File: src/slefd_pkg.sv
// ----------------------------------------------------------------------------
// slefd_pkg: shared types and constants of the start/length/end deframer
// Request and result layouts, request codes, register indexes, back-end states.
// ----------------------------------------------------------------------------
package slefd_pkg;

    // frame layout
    localparam int HDR_MIN    = 4;
    localparam int LEN_OFFSET = 2;

    // request queue between front and back
    localparam int QUEUE_DEPTH = 4;
    localparam int QPTR_W      = $clog2(QUEUE_DEPTH);

    // stream widths
    localparam int IN_TDATA_W  = 24;
    localparam int OUT_TDATA_W = 24;
    localparam int TUSER_W     = 2;

    // request codes on the input tuser
    localparam logic [TUSER_W-1:0] REQ_CODE_PUSH    = 2'd0;
    localparam logic [TUSER_W-1:0] REQ_CODE_READ    = 2'd1;
    localparam logic [TUSER_W-1:0] REQ_CODE_RELEASE = 2'd2;

    // configuration register indexes
    localparam int CFG_ADDR_W = 1;
    localparam logic [CFG_ADDR_W-1:0] CFG_START_MARKER = 1'b0;
    localparam logic [CFG_ADDR_W-1:0] CFG_END_MARKER   = 1'b1;

    typedef enum logic [1:0] {
        REQ_PUSH,
        REQ_READ,
        REQ_RELEASE,
        REQ_NONE
    } t_req_kind;

    typedef struct packed {
        t_req_kind   kind;
        logic [7:0]  rx_byte;
        logic [8:0]  read_index;
    } t_req;

    typedef struct packed {
        logic        frame_ready;
        logic [8:0]  frame_length;
        logic [7:0]  read_data;
        logic        overflow;
    } t_result;

    typedef enum logic [2:0] {
        ST_IDLE,
        ST_READ_WAIT,
        ST_PARSE,
        ST_HEAD,
        ST_LEN,
        ST_END,
        ST_OUT
    } t_back_state;

endpackage

File: src/slefd_front.sv
// ----------------------------------------------------------------------------
// slefd_front: request intake and queue
// Accepts input items, decodes the request kind and queues them for the back.
// ----------------------------------------------------------------------------
module slefd_front import slefd_pkg::*; (
    input  logic                  i_clk,
    input  logic                  i_rst_n,
    input  logic                  i_valid,
    output logic                  o_ready,
    input  logic [IN_TDATA_W-1:0] i_tdata,
    input  logic [TUSER_W-1:0]    i_tuser,
    output logic                  o_req_valid,
    output t_req                  o_req,
    input  logic                  i_req_pop
);

    t_req              r_queue [QUEUE_DEPTH];
    logic [QPTR_W-1:0] r_wr_ptr;
    logic [QPTR_W-1:0] r_rd_ptr;
    logic [QPTR_W:0]   r_count;
    t_req              in_req;
    logic              push;

    // classify the incoming item
    always_comb begin
        in_req.rx_byte    = i_tdata[7:0];
        in_req.read_index = i_tdata[16:8];
        case (i_tuser)
            REQ_CODE_PUSH:    in_req.kind = REQ_PUSH;
            REQ_CODE_READ:    in_req.kind = REQ_READ;
            REQ_CODE_RELEASE: in_req.kind = REQ_RELEASE;
            default:          in_req.kind = REQ_NONE;
        endcase
    end

    assign o_ready     = (r_count != (QPTR_W+1)'(QUEUE_DEPTH));
    assign push        = i_valid && o_ready;
    assign o_req_valid = (r_count != '0);
    assign o_req       = r_queue[r_rd_ptr];

    // queue storage
    always_ff @(posedge i_clk) begin
        if (push) begin
            r_queue[r_wr_ptr] <= in_req;
        end
    end

    // queue pointers and fill
    always_ff @(posedge i_clk) begin
        if (!i_rst_n) begin
            r_wr_ptr <= '0;
            r_rd_ptr <= '0;
            r_count  <= '0;
        end else begin
            if (push) begin
                r_wr_ptr <= QPTR_W'(r_wr_ptr + 1'b1);
            end
            if (i_req_pop) begin
                r_rd_ptr <= QPTR_W'(r_rd_ptr + 1'b1);
            end
            case ({push, i_req_pop})
                2'b10:   r_count <= r_count + 1'b1;
                2'b01:   r_count <= r_count - 1'b1;
                default: r_count <= r_count;
            endcase
        end
    end

endmodule

File: config.mk
export PLATFORM = sky130hd
export DESIGN_NAME = slefd_front
export DESIGN_NICKNAME = d
export VERILOG_FILES = /design/src/slefd_pkg.sv /design/src/slefd_front.sv
export SDC_FILE = /design/constraint.sdc
export NUM_CORES = 1
export LEC_CHECK = 0
export ABC_CLOCK_PERIOD_IN_PS = 4100
export BUFFER_PORTS_ARGS = -buffer_cell sky130_fd_sc_hd__buf_4
export CAP_MARGIN = 20
export CORE_UTILIZATION = 45
export CTS_CLUSTER_SIZE = 20
export DETAILED_ROUTE_END_ITERATION = 8
export HOLD_SLACK_MARGIN = 0.1
export PLACE_DENSITY = 0.66
export SLEW_MARGIN = 30
export SYNTH_ARGS = -nofsm -noshare
export SYNTH_HDL_FRONTEND = slang
export SYNTH_SLANG_ARGS = --single-unit
File: constraint.sdc
create_clock -name i_clk -period 4.1 [get_ports i_clk]
set_clock_uncertainty 0.05 [all_clocks]
set_input_delay 0.205 -clock i_clk [delete_from_list [all_inputs] [get_ports i_clk]]
set_output_delay 0.205 -clock i_clk [all_outputs]
set_load 0.02 [all_outputs]
==> results of run 1 <==
[kinds of logic (layout without fill, tap and decap cells)]
| logic type | count (synthesis) | after routing |
|---|---|---|
| buffers and inverters | 10 | 83 |
| muxes | 22 | 22 |
| adders and majority gates | 6 | 6 |
| AOI/OAI and AO/OA | 3 | 3 |
| and+or+nand+nor | 18 | 18 |
| DFF | 85 | 85 |
| xor gates and xnor gates | 4 | 4 |
[through the flow]
stage	hold slack (ns)	cell area (um2)
detailed placement	0.360	3650
global route	0.199	4070
global placement	0.353	3650
CTS	0.183	4070
finish	0.190	4070
floorplan	0.254	3250
[Yosys cell counts]
| cell | number |
|---|---|
| mux4_1 | 9 |
| ha_1 | 5 |
| xnor2_1 | 3 |
| and2_1 | 8 |
| o21ai_0 | 1 |
| xor2_1 | 1 |
| a21boi_0 | 1 |
| or3_1 | 2 |
| clkbuf_1 | 3 |
| inv_1 | 3 |
| nor2_1 | 1 |
| mux4_2 | 10 |
| buf_6 | 1 |
| edfxtp_1 | 76 |
| buf_2 | 2 |
| fa_1 | 1 |
| nand2_1 | 6 |
| buf_12 | 1 |
| mux2i_1 | 3 |
| dfxtp_1 | 9 |
| a21boi_1 | 1 |
| nor2b_1 | 1 |
[worst min-delay path by stage]
stage                                     endpoint  slack, ns  depth (start not counted)
final                                     register       0.19                          3
after global routing      r_rd_ptr[0]$_SDFFE_PN0P_       0.20                          3
after CTS                                 register       0.18                          3
after detailed placement   r_queue[0][8]$_DFFE_PP_       0.36                          1
after global placement    r_queue[2][16]$_DFFE_PP_       0.35                          1
after floorplan            r_queue[0][0]$_DFFE_PP_       0.25                          0
[power breakdown]
group / internal, mW / leakage, nW / switching [mW]
combinational: 0.153 / 0.563 / 0.152
clock: 0.357 / 0.113 / 0.268
sequential: 1.02 / 0.771 / 0.0365
total: 1.52 / 1.45 / 0.457
[per-layer routing]
layer	up-vias	wire [um]	GRT usage [%]
met2	32	3000	30.1
li1	728	-	-
met1	794	2110	16.5
met4	0	63	6.36
met5	-	0	0
met3	5	135	3.22
[state kept, by name (all words and copies together) (netlist names), named ones only]
signal / flops
r_count: 3
r_rd_ptr: 2
r_wr_ptr: 2
r_queue: 76
[layout make-up]
cell class | count | area [um2] | area share, %
multi-input cells | 53 | 729 | 17.9
repair buffers | 64 | 531 | 13.0
clock inverters | 5 | 75.1 | 1.84
flip-flops and latches | 85 | 2460 | 60.5
inverters | 3 | 11.3 | 0.277
clock buffers | 11 | 141 | 3.47
well taps | 96 | 120 | 2.95
[repair_timing]
item	4_1_cts	5_1_grt
endpoints found under the setup margin	0	0
hold endpoints to repair	79	0
hold buffers	20	0
[worst min-delay path, stage by stage]
cell and delay (ns):
buf_4 0.11, xor2_1 0.08, and2_1 0.15
==> run summary, run 1 <==
status: complete, no violations
worst setup path startpoint: r_count[0]$_SDFFE_PN0P_
share of layout cells above drive strength 1: 33.5%
H-tree depth: 3
sequential area share after synthesis: 75.8%
Cell Pwr Density: 487 nW/um2
Post-Syn Nets: 184
initial antenna violation count: 0
die area: 7570 um2
Setup-failing EPs final: 0
CTS tree: done
WP data required: 4.32 ns
Placed Cells: 281
biggest area consumer among synthesized cells: edfxtp_1
cell count after synthesis: 148
Nets: 252
Ys Warns: 0
worst reg2reg path startpoint: r_count[0]$_SDFFE_PN0P_
worst-path fanout max: 7
Die H: 87.0 um
Pre-antenna DRT Iters: 4
hold path start: i_req_pop
Skew-Pair Late Insertion Delay: 0.34 ns
CP endpoint kind: register
reg2reg path depth: 8
critical-path cell list: nor2_1 > a21boi_1 > inv_1 > ha_1 > fa_1 > xnor2_1 > or3_1 > a21boi_0
Final Cycle Share: 58.7%
Tmin final: 2.41 ns
Post-Syn Area per Cell: 22.0 um2
Crit path largest cell delay: 0.44 ns
main combinational cell family by area after synthesis: multiplexers
Layout Utilization: 59.3%
Leak: 1.45 nW
CP max-delay cell: a21boi_1
core area: 6870 um2
Critical Path Sink: r_count[2]$_SDFFE_PN0P_
ANT nets after route: 0
Mapped Area: 3250 um2
I/O pins: 51
Layout Cells excl Fill: 317
Synth Area in XOR/XNOR: 1.08%
# resized after CTS: 0
Starting Density: 47.3%
Slew @ Worst Pin: 0.878 ns
CTS Root Cell: clkbuf_8
Final Power: 1.98 mW
Synth Area in Simple Gates: 2.93%
Hold Path Class: input pin to register
final WL: 5310 um
most frequent cells in the layout: edfxtp_1 (76), buf_4 (44), dlygate4sd3_1 (20)
Residual DRC: 0
Filler Cells Inserted: 525
Hold Vio Cnt, Final: 0
Setup Total Neg Slack: 0 ns
Max Clk Rate: 415 MHz
Synth Area in Compound Gates: 0.616%
commonest non-fill, non-tap cell in the layout: edfxtp_1
post-DR vias/cell: 4.92
total gr overflow: 0
ant diodes: 0
Setup WS pre-CTS: 1.69 ns
DPL Wire Length: 3390 um
# Max-Cap Violations: 0
number of setup buffers added after CTS: 0
#FFs+latches synth: 85
dominant cells by area after synthesis: edfxtp_1 (70%), mux4_1 (7.3%), mux4_2 (6.9%)
Reg-to-Reg End: r_count[2]$_SDFFE_PN0P_
routability congestion estimate: 0.665
post-synth top area share: 70.2%
Worst EP arrival: 2.62 ns
Port Buffers: 43
post-route worst setup slack: 1.69 ns
final slew viol count: 0
multiplexer share of the synthesized area: 15.1%
buffer depth of the longest clock path: 2
Adder-Cell Fraction of Synth Area: 2.54%
CP Class: register to register
num rows: 30
Clock Sinks: 85
first-pass GRT wire length: 8270 um
Critical Path Stages: 8
largest net degree at the start of global routing: 20
CP bufs+invs: 1
RSZ-0062 raised after global routing: no
WL per Instance: 16.7 um
Worst VDD drop: 0.284 mV
Die Wd: 87.0 um
Relative slew margins: 41.4%
total CTS buffers: 9
startpoint types: register
r2r setup slk: 1.69 ns
vias in the first global route: 1724
vias: 1559
delay-heaviest family, CP: adder cells
Distinct cells, synth: 22
CTS clk-pin slew, worst paths: 0.07 ns
DRC marker count from the first detailed-route iteration: 49
Area Growth Syn to Fin: 25.3%
GRT Overall Usage: 15.6%
No activity file was read; power rests on OpenSTA's default activity.
==> inputs of run 2 (changes only) <==
- ABC_CLOCK_PERIOD_IN_PS: 4100 -> 2250
- clock period: 4.1 -> 2.25 ns (I/O delays scaled with it)
==> run 2 against run 1 <==
Global-route usage fell by 0.35 points. Sequential cell count unchanged. Via count is 1.5% higher. Critical endpoint unchanged. Maximum frequency grew 18%. Cell area increased by 0.83%. Sequential share of layout area decreased by 0.47 points.
==> run summary, run 2 (synthesis results as in run 1) <==
Sequential Area: 2460 um2 (about the same)
# Max-Cap Violations: 0 (unchanged)
Hold Path Sink: r_wr_ptr[1]$_SDFFE_PN0P_
Cell Pwr Density: 834 nW/um2 (+71%)
Die Wd: 87.0 um (unchanged)
Residual DRC: 0 (unchanged)
CP max-delay cell: dfxtp_2
met3 Usage GRT: 4.93% (+1.7 points)
Worst VDD drop: 0.465 mV (+64%)
Pre-antenna DRT Iters: 4 (unchanged)
Hold Path Depth: 4 (+1)
vias: 1583 (+1.5%)
final WL: 5180 um (-2.4%)
worst reg2reg path startpoint: r_count[0]$_SDFFE_PN0P_
max reg flops: 76 (unchanged)
GR Util met2: 25.6% (-4.5 points)
num rows: 30 (unchanged)
Setup-failing EPs final: 0 (unchanged)
Relative slew margins: 72.8% (+31 points)
post-route worst setup slack: 0.211 ns (-1.48 ns)
Setup WS pre-CTS: 0.193 ns (-1.50 ns)
Port Buffers: 43 (unchanged)
biggest regs: r_queue: 76 flops, r_count: 3 flops
Final Cycle Share: 90.6% (+32 points)
most frequent cells in the layout: edfxtp_1 (76), buf_4 (52), dlygate4sd3_1 (22)
H-tree depth: 3 (unchanged)
Filler Cells Inserted: 518 (-1.3%)
Clock Sinks: 85 (unchanged)
total CTS buffers: 9 (unchanged)
initial antenna violation count: 0 (unchanged)
Starting Density: 47.3% (unchanged)
WL per Instance: 15.8 um (-5.4%)
cell area after layout: 4110 um2 (+0.83%)
Reg-to-Reg End: r_count[2]$_SDFFE_PN0P_
DPL Wire Length: 3350 um (-0.98%)
CP bufs+invs: 1 (unchanged)
RSZ-0062 raised after global routing: no
Nets: 262 (+4.0%)
status: complete, no violations
routability congestion estimate: 0.730 (+9.7%)
CTS tree: done
Cell Area, Placed: 3710 um2 (+1.6%)
CTS Root Cell: clkbuf_8
first-pass GRT wire length: 8260 um (about the same)
critical-path cell list: nor2_1 > a21boi_1 > inv_1 > ha_1 > fa_1 > xnor2_1 > or3_1 > a21boi_0
met1 usage: 18.5% (+2.0 points)
final slew viol count: 0 (unchanged)
worst-path fanout max: 4 (-3)
Max Clk Rate: 491 MHz (+18%)
delay-heaviest family, CP: adder cells
commonest non-fill, non-tap cell in the layout: edfxtp_1
CP endpoint kind: register
Hold Vio Cnt, Final: 0 (unchanged)
busiest grt layer: met2
die area: 7570 um2 (unchanged)
Tmin final: 2.04 ns (-0.370 ns)
ant diodes: 0 (unchanged)
Hold Path Class: input pin to register
Leak: 1.47 nW (+1.4%)
GRT Overall Usage: 15.3% (-0.35 points)
number of setup buffers added after CTS: 0 (unchanged)
Skew-Pair Late Insertion Delay: 0.34 ns (about the same)
largest net degree at the start of global routing: 20 (unchanged)
CTS clk-pin slew, worst paths: 0.08 ns (about the same)
r2r setup slk: 0.21 ns (-1.48 ns)
reg2reg path depth: 8 (unchanged)
Slew @ Worst Pin: 0.408 ns (-0.471 ns)
Setup Total Neg Slack: 0 ns (unchanged)
share of layout cells above drive strength 1: 34.2% (+0.71 points)
Largest Register: r_queue
Crit path largest cell delay: 0.38 ns (-0.06 ns)
WP data required: 2.46 ns (-1.86 ns)
DRC marker count from the first detailed-route iteration: 78 (+59%)
core area: 6870 um2 (unchanged)
buffer depth of the longest clock path: 2 (unchanged)
startpoint types: register
Die H: 87.0 um (unchanged)
vias in the first global route: 1717 (-0.41%)
I/O pins: 51 (unchanged)
Multi-input gate area: 724 um2 (-0.69%)
Worst EP arrival: 2.25 ns (-0.37 ns)
Area Growth Syn to Fin: 26.3%
total gr overflow: 0 (unchanged)
Final Hold Slack: 0.245 ns (+0.0556 ns)
post-DR vias/cell: 4.84 (-1.6%)
ANT nets after route: 0 (unchanged)
hold path start: i_valid
CP Class: register to register
[run 2: cell types whose count changed in the layout (fill, tap and decap cells not counted), sizes merged]
cell         before  now
inv               3    5
clkinvlp          0    2
buf              44   52
clkbuf           11    9
bufinv            2    0
dlygate4sd3      20   22
[run 2: repair_timing]
action | in CTS | in global routing
endpoints found under the setup margin | 0 | 1
hold buffers | 22 | 0
resized for setup | 0 | 2
endpoints found under the hold margin | 85 | 0
[run 2: area by class of cell]
cell class / instances / area share [%]
flip-flops and latches: 85 / 60.0
multi-input cells: 53 / 17.6
clock inverters: 7 / 1.22
clock buffers: 9 / 3.02
well taps: 96 / 2.93
repair buffers: 74 / 14.9
inverters: 3 / 0.274
[run 2: power breakdown]
group	switching, mW	total [mW]	leakage, nW	internal [mW]
logic	0.299	0.595	0.612	0.296
clock network	0.529	0.933	0.0837	0.404
registers	0.0467	1.90	0.772	1.85
total	0.874	3.42	1.47	2.55
[run 2: worst max path at each step]
stage                     cells past startpoint               startpoint  slack [ns]                      end
after global placement                        8  r_count[0]$_SDFFE_PN0P_        0.28  r_count[2]$_SDFFE_PN0P_
final                                         8  r_count[0]$_SDFFE_PN0P_        0.21  r_count[2]$_SDFFE_PN0P_
after global routing                          8  r_count[0]$_SDFFE_PN0P_       0.009  r_count[2]$_SDFFE_PN0P_
after floorplan                               8  r_count[0]$_SDFFE_PN0P_        0.10  r_count[2]$_SDFFE_PN0P_
after detailed placement                      8  r_count[1]$_SDFFE_PN0P_        0.19  r_count[2]$_SDFFE_PN0P_
after CTS                                     8  r_count[0]$_SDFFE_PN0P_        0.14  r_count[2]$_SDFFE_PN0P_
[run 2: per-stage QoR]
step | util [%] | instances | total power, mW
floorplan | - | 148 | 2.27
global placement | 54.0 | 289 | 2.47
detailed placement | 54.0 | 289 | 2.50
CTS | 59.7 | 327 | 3.47
global route | 59.8 | 327 | 3.58
finish | 59.8 | 327 | 3.42
[run 2: worst register-to-register path, cell delays in order, from the launching register on]
cell      delay [ns]
dfxtp_2         0.38
nor2_1          0.07
a21boi_1        0.17
inv_1           0.06
ha_1            0.21
fa_1            0.38
xnor2_1         0.15
or3_1           0.30
a21boi_0        0.19
[run 2: layer usage]
| metal | part of all wire (%) | wire length [um] |
|---|---|---|
| met1 | 42 | 2190 |
| met2 | 54 | 2780 |
| met3 | 3.3 | 170 |
| met4 | 0.73 | 38 |
| met5 | 0 | 0 |
==> inputs of run 3 (changes only) <==
- CTS_BUF_LIST: unset -> sky130_fd_sc_hd__clkbuf_16
==> run 3 against run 2 <==
Cell count down 0.31%. Sequential share of layout area down 1.3 points. Clock power up 41%. Die area unchanged. Highest routed layer unchanged. Core utilization up 1.3 points. Cell area up 2.2%. Maximum frequency up 0.52%. Non-clock buffer count down 1. Via count up 0.32%. Clock-buffer cell count unchanged. Register-to-register slack about the same. Hold slack worse by 0.13 ns. Largest cell class unchanged. Largest power group unchanged.
==> run summary, run 3 (synthesis results as in run 1) <==
Residual DRC: 0 (unchanged)
Leak: 1.51 nW (+2.9%)
Final Power: 3.81 mW (+11%)
ant diodes: 0 (unchanged)
CTS Root Cell: clkbuf_16
cell area after layout: 4200 um2 (+2.2%)
WL per Instance: 16.0 um (+0.87%)
Nets: 261 (-0.38%)
Final Cycle Share: 90.1% (-0.47 points)
Die Wd: 87.0 um (unchanged)
hold path start: i_req_pop
Die H: 87.0 um (unchanged)
ANT nets after route: 0 (unchanged)
CP max-delay cell: fa_1
num rows: 30 (unchanged)
total CTS buffers: 9 (unchanged)
Port Buffers: 43 (unchanged)
H-tree depth: 3 (unchanged)
DRC marker count from the first detailed-route iteration: 86 (+10%)
RSZ-0062 raised after global routing: no
CP Class: register to register
commonest non-fill, non-tap cell in the layout: edfxtp_1
max reg flops: 76 (unchanged)
DPL Wire Length: 3350 um (unchanged)
first-pass GRT wire length: 8300 um (+0.50%)
vias: 1588 (+0.32%)
worst-path fanout max: 4 (unchanged)
routability congestion estimate: 0.730 (unchanged)
Worst VDD drop: 0.454 mV (-2.5%)
Cell Pwr Density: 909 nW/um2 (+9.0%)
final slew viol count: 0 (unchanged)
Reg-to-Reg End: r_count[2]$_SDFFE_PN0P_
Pre-antenna DRT Iters: 4 (unchanged)
Starting Density: 47.3% (unchanged)
Cell Area, Placed: 3710 um2 (unchanged)
post-DR vias/cell: 4.87 (+0.62%)
I/O pins: 51 (unchanged)
die area: 7570 um2 (unchanged)
largest net degree at the start of global routing: 20 (unchanged)
Hold Vio Cnt, Final: 0 (unchanged)
number of setup buffers added after CTS: 0 (unchanged)
biggest regs: r_queue: 76 flops, r_count: 3 flops
WP data required: 2.45 ns (about the same)
buffer depth of the longest clock path: 2 (unchanged)
core area: 6870 um2 (unchanged)
Area Growth Syn to Fin: 29.1%
Largest Register: r_queue
worst reg2reg path startpoint: r_count[0]$_SDFFE_PN0P_
Clock Sinks: 85 (unchanged)
Hold Path Class: input pin to register
most frequent cells in the layout: edfxtp_1 (76), buf_4 (52), dlygate4sd3_1 (21)
CP endpoint kind: register
Worst EP arrival: 2.23 ns (-0.02 ns)
startpoint types: register
Setup WS pre-CTS: 0.193 ns (unchanged)
Setup-failing EPs final: 0 (unchanged)
share of layout cells above drive strength 1: 34.3% (+0.15 points)
reg2reg path depth: 8 (unchanged)
Skew-Pair Late Insertion Delay: 0.33 ns (about the same)
Max Clk Rate: 493 MHz (+0.52%)
status: complete, no violations
r2r setup slk: 0.22 ns (about the same)
total gr overflow: 0 (unchanged)
Relative slew margins: 72.6% (-0.21 points)
post-route worst setup slack: 0.222 ns (+0.0106 ns)
Setup Total Neg Slack: 0 ns (unchanged)
critical-path cell list: nor2_1 > a21boi_1 > inv_1 > ha_1 > fa_1 > xnor2_1 > or3_1 > a21boi_0
Tmin final: 2.03 ns (-0.0106 ns)
Slew @ Worst Pin: 0.411 ns (+0.00312 ns)
CTS tree: done
Crit path largest cell delay: 0.38 ns (about the same)
CTS clk-pin slew, worst paths: 0.06 ns (-0.02 ns)
initial antenna violation count: 0 (unchanged)
final WL: 5210 um (+0.56%)
GRT Overall Usage: 15.4% (+0.14 points)
# Max-Cap Violations: 0 (unchanged)
Hold Path Depth: 3 (-1)
vias in the first global route: 1722 (+0.29%)
[run 3: routing by layer]
| metal | part of all wire (%) | GRT usage [%] | routed length [um] |
|---|---|---|---|
| met1 | 42 | 18.8 | 2170 |
| met2 | 53 | 25.6 | 2780 |
| met3 | 3.3 | 3.51 | 174 |
| met4 | 1.6 | 8.64 | 84 |
| met5 | 0 | 0 | 0 |
[run 3: metrics by stage]
| step | utilization [%] | cells | hold slack (ns) |
|---|---|---|---|
| 2_1_floorplan | - | 148 | 0.161 |
| 3_3_place_gp | 54.0 | 289 | 0.260 |
| 3_5_place_dp | 54.0 | 289 | 0.266 |
| 4_1_cts | 61.1 | 326 | 0.104 |
| 5_1_grt | 61.1 | 326 | 0.111 |
| 6_report | 61.1 | 326 | 0.113 |
[run 3: how the worst max path moves through the flow]
stage                                          to  slack (ns)                     from  cells after the start
after floorplan           r_count[2]$_SDFFE_PN0P_        0.10  r_count[0]$_SDFFE_PN0P_                      8
after global placement    r_count[2]$_SDFFE_PN0P_        0.28  r_count[0]$_SDFFE_PN0P_                      8
after detailed placement  r_count[2]$_SDFFE_PN0P_        0.19  r_count[1]$_SDFFE_PN0P_                      8
after CTS                 r_count[2]$_SDFFE_PN0P_        0.15  r_count[0]$_SDFFE_PN0P_                      8
after global routing      r_count[2]$_SDFFE_PN0P_        0.02  r_count[0]$_SDFFE_PN0P_                      8
final                     r_count[2]$_SDFFE_PN0P_        0.22  r_count[0]$_SDFFE_PN0P_                      8
[run 3: where the power goes]
part | internal [mW] | switching, mW
clock network | 0.750 | 0.571
registers | 1.85 | 0.0470
logic | 0.295 | 0.299
[run 3: cell type report]
type | count | area (um2)
multi-input combinational | 53 | 724
clock inverter | 7 | 50.0
sequential | 85 | 2460
tap | 96 | 120
timing repair buffer | 73 | 601
inverter | 3 | 11.3
fill | 500 | 2670
clock buffer | 9 | 225
[run 3: critical path, delay by kind of cell (launching register included)]
kind	cells	cell delay, ns
adder cells (fa/ha/maj)	2	0.59
flip-flops	1	0.37
XOR/XNOR	1	0.15
AO/OA/AOI/OAI	2	0.36
buffers and inverters	1	0.06
AND/OR/NAND/NOR	2	0.37
[run 3: timing repair]
| action | 4_1_cts | 5_1_grt |
|---|---|---|
| setup endpoints to repair | 0 | 1 |
| endpoints found under the hold margin | 85 | 0 |
| hold buffers | 21 | 0 |
| gates resized for setup | 0 | 2 |
